`config.mk`:
```
export PLATFORM = sky130hd
export DESIGN_NAME = edfp_mac
export DESIGN_NICKNAME = d
export VERILOG_FILES = /design/src/sv/edfp_pkg.sv /design/src/sv/edfp_mac.sv
export SDC_FILE = /design/constraint.sdc
export NUM_CORES = 1
export LEC_CHECK = 0
export BUFFER_PORTS_ARGS = -buffer_cell sky130_fd_sc_hd__buf_2
export CORE_MARGIN = 2
export CORE_UTILIZATION = 55
export DETAILED_ROUTE_END_ITERATION = 8
export PLACE_DENSITY_LB_ADDON = 0.08
export SYNTH_ARGS = -nofsm -noshare
export SYNTH_HDL_FRONTEND = slang
export SYNTH_SLANG_ARGS = --single-unit
```
`constraint.sdc`:
```
create_clock -name clk -period 9.1 [get_ports clk]
set_input_delay 1.82 -clock clk [delete_from_list [all_inputs] [get_ports clk]]
set_output_delay 1.82 -clock clk [all_outputs]
set_load 0.02 [all_outputs]
```
`src/sv/edfp_pkg.sv`:
```
// Package for the drift feedforward predictor: constants, types and clamp helpers.
`default_nettype none

package edfp_pkg;

  localparam int ACC_W = 37;
  localparam int OPD_W = 18;
  localparam int RND_W = ACC_W - 15;

  localparam logic [15:0] ONE_Q = 16'd32768;
  localparam logic [15:0] FF_LIMIT = 16'd1311;
  localparam logic [15:0] DRIFT_STABLE = 16'd655;
  localparam logic [15:0] GAIN_FLOOR = 16'd655;
  localparam logic [15:0] GAIN_RESET = 16'd19661;
  localparam logic signed [16:0] FB_THRESHOLD = 17'sd1966;
  localparam logic [2:0] STABLE_STEPS = 3'd4;

  localparam logic signed [OPD_W-1:0] K_EMA = 18'sd5898;
  localparam logic signed [OPD_W-1:0] K_DRIFT = 18'sd9830;
  localparam logic signed [OPD_W-1:0] K_DRIFT_KEEP = 18'sd22938;
  localparam logic signed [OPD_W-1:0] K_MAE = 18'sd4915;
  localparam logic signed [OPD_W-1:0] K_MAE_KEEP = 18'sd27853;
  localparam logic signed [OPD_W-1:0] GAIN_DECAY = 18'sd32113;

  localparam logic REG_ENABLE = 1'b0;
  localparam logic REG_START_GAIN = 1'b1;

  localparam logic CMD_STEP = 1'b0;
  localparam logic CMD_FEEDBACK = 1'b1;

  typedef enum logic [3:0] {
    ST_IDLE,
    ST_CAVG,
    ST_DAVG,
    ST_DRIFT_A,
    ST_DRIFT_B,
    ST_PRED,
    ST_GAIN_MUL,
    ST_FF_MUL,
    ST_ERR_A,
    ST_ERR_B,
    ST_STABLE,
    ST_FB_MUL,
    ST_FB_DONE,
    ST_FIN
  } state_t;

  typedef struct packed {
    logic                    clear;
    logic signed [OPD_W-1:0] a;
    logic signed [OPD_W-1:0] b;
  } mac_op_t;

  function automatic logic [15:0] clamp_in(input logic signed [16:0] v);
    logic [15:0] r;
    if (v < 17'sd0) begin
      r = 16'd0;
    end else if (v > 17'sd32768) begin
      r = ONE_Q;
    end else begin
      r = v[15:0];
    end
    return r;
  endfunction

  function automatic logic [15:0] clamp_unit(input logic signed [RND_W-1:0] v);
    logic [15:0] r;
    if (v < 0) begin
      r = 16'd0;
    end else if (v > RND_W'(32768)) begin
      r = ONE_Q;
    end else begin
      r = v[15:0];
    end
    return r;
  endfunction

  function automatic logic signed [16:0] clamp_sym(input logic signed [RND_W-1:0] v);
    logic signed [16:0] r;
    if (v < -RND_W'(32768)) begin
      r = -17'sd32768;
    end else if (v > RND_W'(32768)) begin
      r = 17'sd32768;
    end else begin
      r = v[16:0];
    end
    return r;
  endfunction

  function automatic logic signed [OPD_W-1:0] clamp_ff(input logic signed [RND_W-1:0] v);
    logic signed [OPD_W-1:0] r;
    if (v < -RND_W'(1311)) begin
      r = -18'sd1311;
    end else if (v > RND_W'(1311)) begin
      r = 18'sd1311;
    end else begin
      r = v[OPD_W-1:0];
    end
    return r;
  endfunction

endpackage

`default_nettype wire

```
`src/sv/edfp_mac.sv`:
```
// Shared signed multiply-accumulate unit with Q7.15 round-half-up output.
`default_nettype none

module edfp_mac (
  input  wire                               clk,
  input  edfp_pkg::mac_op_t                 op,
  output logic signed [edfp_pkg::RND_W-1:0] rnd
);
  import edfp_pkg::*;

  logic signed [ACC_W-1:0]   acc_r;
  logic signed [ACC_W-1:0]   acc_nxt;
  logic signed [2*OPD_W-1:0] prod;
  logic signed [ACC_W-1:0]   biased;

  assign prod = op.a * op.b;

  always_comb begin
    acc_nxt = (op.clear ? '0 : acc_r) + {{(ACC_W-2*OPD_W){prod[2*OPD_W-1]}}, prod};
  end

  always_ff @(posedge clk) begin
    acc_r <= acc_nxt;
  end

  assign biased = acc_r + ACC_W'(16384);
  assign rnd = biased[ACC_W-1:15];

endmodule

`default_nettype wire

```
# Yosys cells after proc, flatten, opt, wreduce, memory -nomap -nowiden
# Cells that the tools add are included.
[classes]
add_sub_neg = 2
n_mul = 1
n_mux = 1
[op_table]
columns = ["op", "count"]
rows = [
  ["$add A37 B16 Y37 const B", 1],
  ["$add A37 B37 Y37", 1],
  ["$mux W37", 1],
  ["$mul A18 B18 Y36", 1],
]
[word_totals]
ff_bits = 37
in_bits = 38
output_inout_bits = 22
elab_cells = 5

# Logic depth before layout (Yosys ltp)
[depth]
ltp_word = 2
depth_mapped = 33
ltp_nobuf = 31

# Worst setup path before layout
# No wires, ideal clock.
[synth_path]
path_type = "input -> register"
from = "input op[35] in the netlist's numbering"
to = "register acc_r[33]"
setup_time_ns = 0.082
arrival_time_ns = 9.118
required_time_ns = 9.018
slack_ns = -0.100
path_stages = 31
path_buffers = 3
cell_sequence = "clkbuf_1 clkbuf_1 nand2_1 inv_1 fa_1 fa_1 inv_1 fa_1 fa_1 inv_1 fa_1 inv_1 fa_1 inv_1 ha_1 and3_1 a221o_1 a21oi_1 nand2_1 a21o_1 a21oi_1 xnor2_1 ha_1 clkbuf_1 a21o_1 a21o_1 a211oi_1 o31a_1 a2111oi_4 or4_1 o2111ai_1"
[synth_between]
elab_chain_len = 2
[synth_lines]
columns = ["element", "line_no", "source"]
rows = [
  ["start: declaration", "edfp_mac.sv:6", "input edfp_pkg::mac_op_t op,"],
  ["$mul A18 B18 Y36", "edfp_mac.sv:16", "assign prod = op.a * op.b;"],
  ["$add A37 B37 Y37", "edfp_mac.sv:19", "acc_nxt = (op.clear ? '0 : acc_r) + {{(ACC_W-2*OPD_W){prod[2*OPD_W-1]}}, prod};"],
  ["net acc_nxt[33]", "edfp_mac.sv:12", "logic signed [ACC_W-1:0] acc_nxt;"],
  ["end signal: assignment", "edfp_mac.sv:23", "acc_r <= acc_nxt;"],
  ["end: declaration", "edfp_mac.sv:11", "logic signed [ACC_W-1:0] acc_r;"],
]
# The timed path passes the listed nets, and every way through them passes these cells.

# Worst setup path after layout
[layout_path]
from = "input op[27] in the netlist's numbering"
to = "register acc_r[35]"
# Same word-level chain as after synthesis.

==> results.yml <==
floorplanning:
  fp.coreArea_um2: 27600
  num_rows: 61
  fp.dieH_um: 171
  die_w_um: 171
  ios: 60
  die_area_um2: 29300
  initial_core_util_pct: 55.6
synth:
  synthMostInstantiatedCell: "inv_1"
  synth_largest_area_cell: "fa_1"
  synthAdderAreaFrac_pct: 53.6
  synth_compound_area_share_pct: 9.16
  synth-simple-area-share_pct: 17.1
  ys_async_sr_fraction_pct: 0
  ys.flop_type: "dfxtp_1"
  postSynthCellCount: 1719
  yosys-mux-area-fraction_pct: 0
  synth_cell_types: 65
  yosysSeqAreaShare_pct: 4.82
  synth_fp_nets: 2217
  synth_top_family_by_area: "adder cells"
  synthesis.area_um2: 15400
  synth_area_leaders: "fa_1 43%, ha_1 11%, inv_1 9.1%"
  synth_edf_count: 0
  synthTopCellsByCount: "374 x inv_1, 330 x fa_1, 178 x nand2_1, 169 x and2_1, 130 x ha_1"
  synth_top_area_share_pct: 43.0
  synth.ff_latch_count: 37
  synth_xor_area_share_pct: 4.96
  ys_warn_count: 0
  syn_avg_cell_area_um2: 8.94
critical_path:
  crit_fanout: 10
  slowest_delay_ps: 530
  cp_slowest_cell: "fa_1"
  reg2reg_from: "acc_r[0]"
  crit_buf_inv: 8
  crit_path_frequent_cell: "fa_1"
  critical-path-top-delay-family: "adder cells"
  crit_path_end_kind: "register"
  crit_start: "op[27]"
  worstSetupPathType: "primary input to register"
  startpoint_type: "primary input"
  crit_arrival_ps: 8950
  required_ps: 9270
global_route:
  antenna_found_initial: 0
  grt_max_degree: 38
  grt_pass1_vias: 12100
  grt_pass1_wl_mm: 58.2
  grt_usage_pct: 24.9
  grt-ovfl-total: 0
timing:
  fin_crit_sh_pct: 96.4
  maxSlewHeadroom_pct: 53.6
  skew_ps: 3.80
  fin_crit_ps: 8770
  rsz0062_at_grt: "no"
  fmaxAchievable_mhz: 114
  finalSetupTns_ps: 0
  finalHoldViolations: 0
  drv_slew: 0
  tightest_slew_ps: 696
  setup_viol: 0
  hold_ws_ps: 586
clock_tree:
  cts_made_buffers: 5
  clk_transition_reported_paths_ps: 60
  cts_sinks: 37
  cts_tree: "yes"
  h-tree-depth: 2
  clk_path_buf_depth: 2
  clk_latency_ps: 290
  holdBufCountCts: 0
  root_buffer: "clkbuf_16"
outcome:
  status: "finished, final reports clean"
layout:
  reg.largest.list: "acc_r (37)"
  instances_no_fill: 2233
  layout.nets: 2352
  area.growth.synth_to_final_pct: 11.0
  top_register: "acc_r"
  multiInputGateArea_um2: 13100
  final.fill_count: 2525
  drive_gt1_share_pct: 11.5
  regArea_um2: 741
  diodes: 0
  largest_reg_flops: 37
drt:
  totalWireLength_mm: 34.3
  wire_per_inst_um: 15.3
  drc: 0
  firstDrtPassIters: 5
  first_iter_violations: 446
  via_per_inst: 5.19
  ant_nets: 0
  vias: 11600
place:
  port_buffers: 59
  dp_cells: 2219
  dpl.hpwl_mm: 30.2
  gp_congestion: 0.886
worst_hold_path:
  hold_path.class: "register to register"
  holdCritStartpoint: "acc_r[0]"
flow_run:
  drv_cap: 0
## tightest hold or removal path, stage by stage, from the launching register on
cell,delay (ps)
dfxtp_1,300
nor2b_1,130
ha_1,130
## placed cells by master (no fill, tap or decap), types with 11 or more instances in the layout
master   synthesis  layout
nor2_1          51      50
nor3_1          12      11
dfxtp_1         37      37
and2_1         169     169
nand2_1        178     178
fa_1           330     330
a21o_1          29      29
buf_4            0     117
buf_2            0      55
o21ai_0         31      25
o21a_1          14      14
xnor2_1         72      72
inv_1          374     373
nand3_1         15      15
xor2_1          15      15
ha_1           130     129
a21oi_1         46      44
nor2b_1         40      39
and3_1          15      15
## stage by stage
| step | worst slack [ps] | instance area, um^2 | util [%] |
|---|---|---|---|
| after detailed placement | -68.3 | 16800 | 60.8 |
| after floorplan | 9.97 | 15400 | - |
| after global routing | 4.55 | 17100 | 61.7 |
| after global placement | -34.7 | 16800 | 60.8 |
| after CTS | 145 | 17000 | 61.4 |
| final | 329 | 17100 | 61.7 |
## area by class of cell
cell class,instances,share of cell area (%)
Timing Repair Buffer,177,7.06
Inverter,374,8.23
Sequential cell,37,4.34
Clock inverter,1,0.0293
Clock buffer,7,0.895
Tap cell,378,2.77
Multi-Input combinational cell,1259,76.7
## layer usage
layer | share of wire [%] | GRT usage, % | wire (um) | up-vias
li1 | - | - | - | 5528
met1 | 42 | 32.3 | 14400 | 5825
met2 | 53 | 45.2 | 18100 | 196
met3 | 2.9 | 2.20 | 1000 | 51
met4 | 2.1 | 5.49 | 703 | 0
met5 | 0 | 0 | 0 | -
## path summary, 6_finish.rpt
path	to	cells after the start	slack [ps]
worst min register to register	acc_r[0]	2	590
worst min-delay path	acc_r[0]	2	590
worst max register to register	acc_r[26]	11	6080
worst max-delay path	acc_r[35]	29	330
## logic make-up (layout without fill, tap and decap cells)
| kind of cell | after synthesis | in the layout |
|---|---|---|
| and+or+nand+nor | 516 | 516 |
| buffers and inverters | 423 | 559 |
| DFF | 37 | 37 |
| adders and majority gates | 460 | 460 |
| AOI/OAI and AO/OA | 196 | 196 |
| xor gates and xnor gates | 87 | 87 |
## repair_timing
| item | CTS | global route |
|---|---|---|
| setup endpoints to repair | 0 | 7 |
| setup buffers | 0 | 6 |
| resized for setup | 0 | 22 |
Power is not shown: default switching activity piles up to over one toggle a cycle in this logic, so the estimate is an artifact.
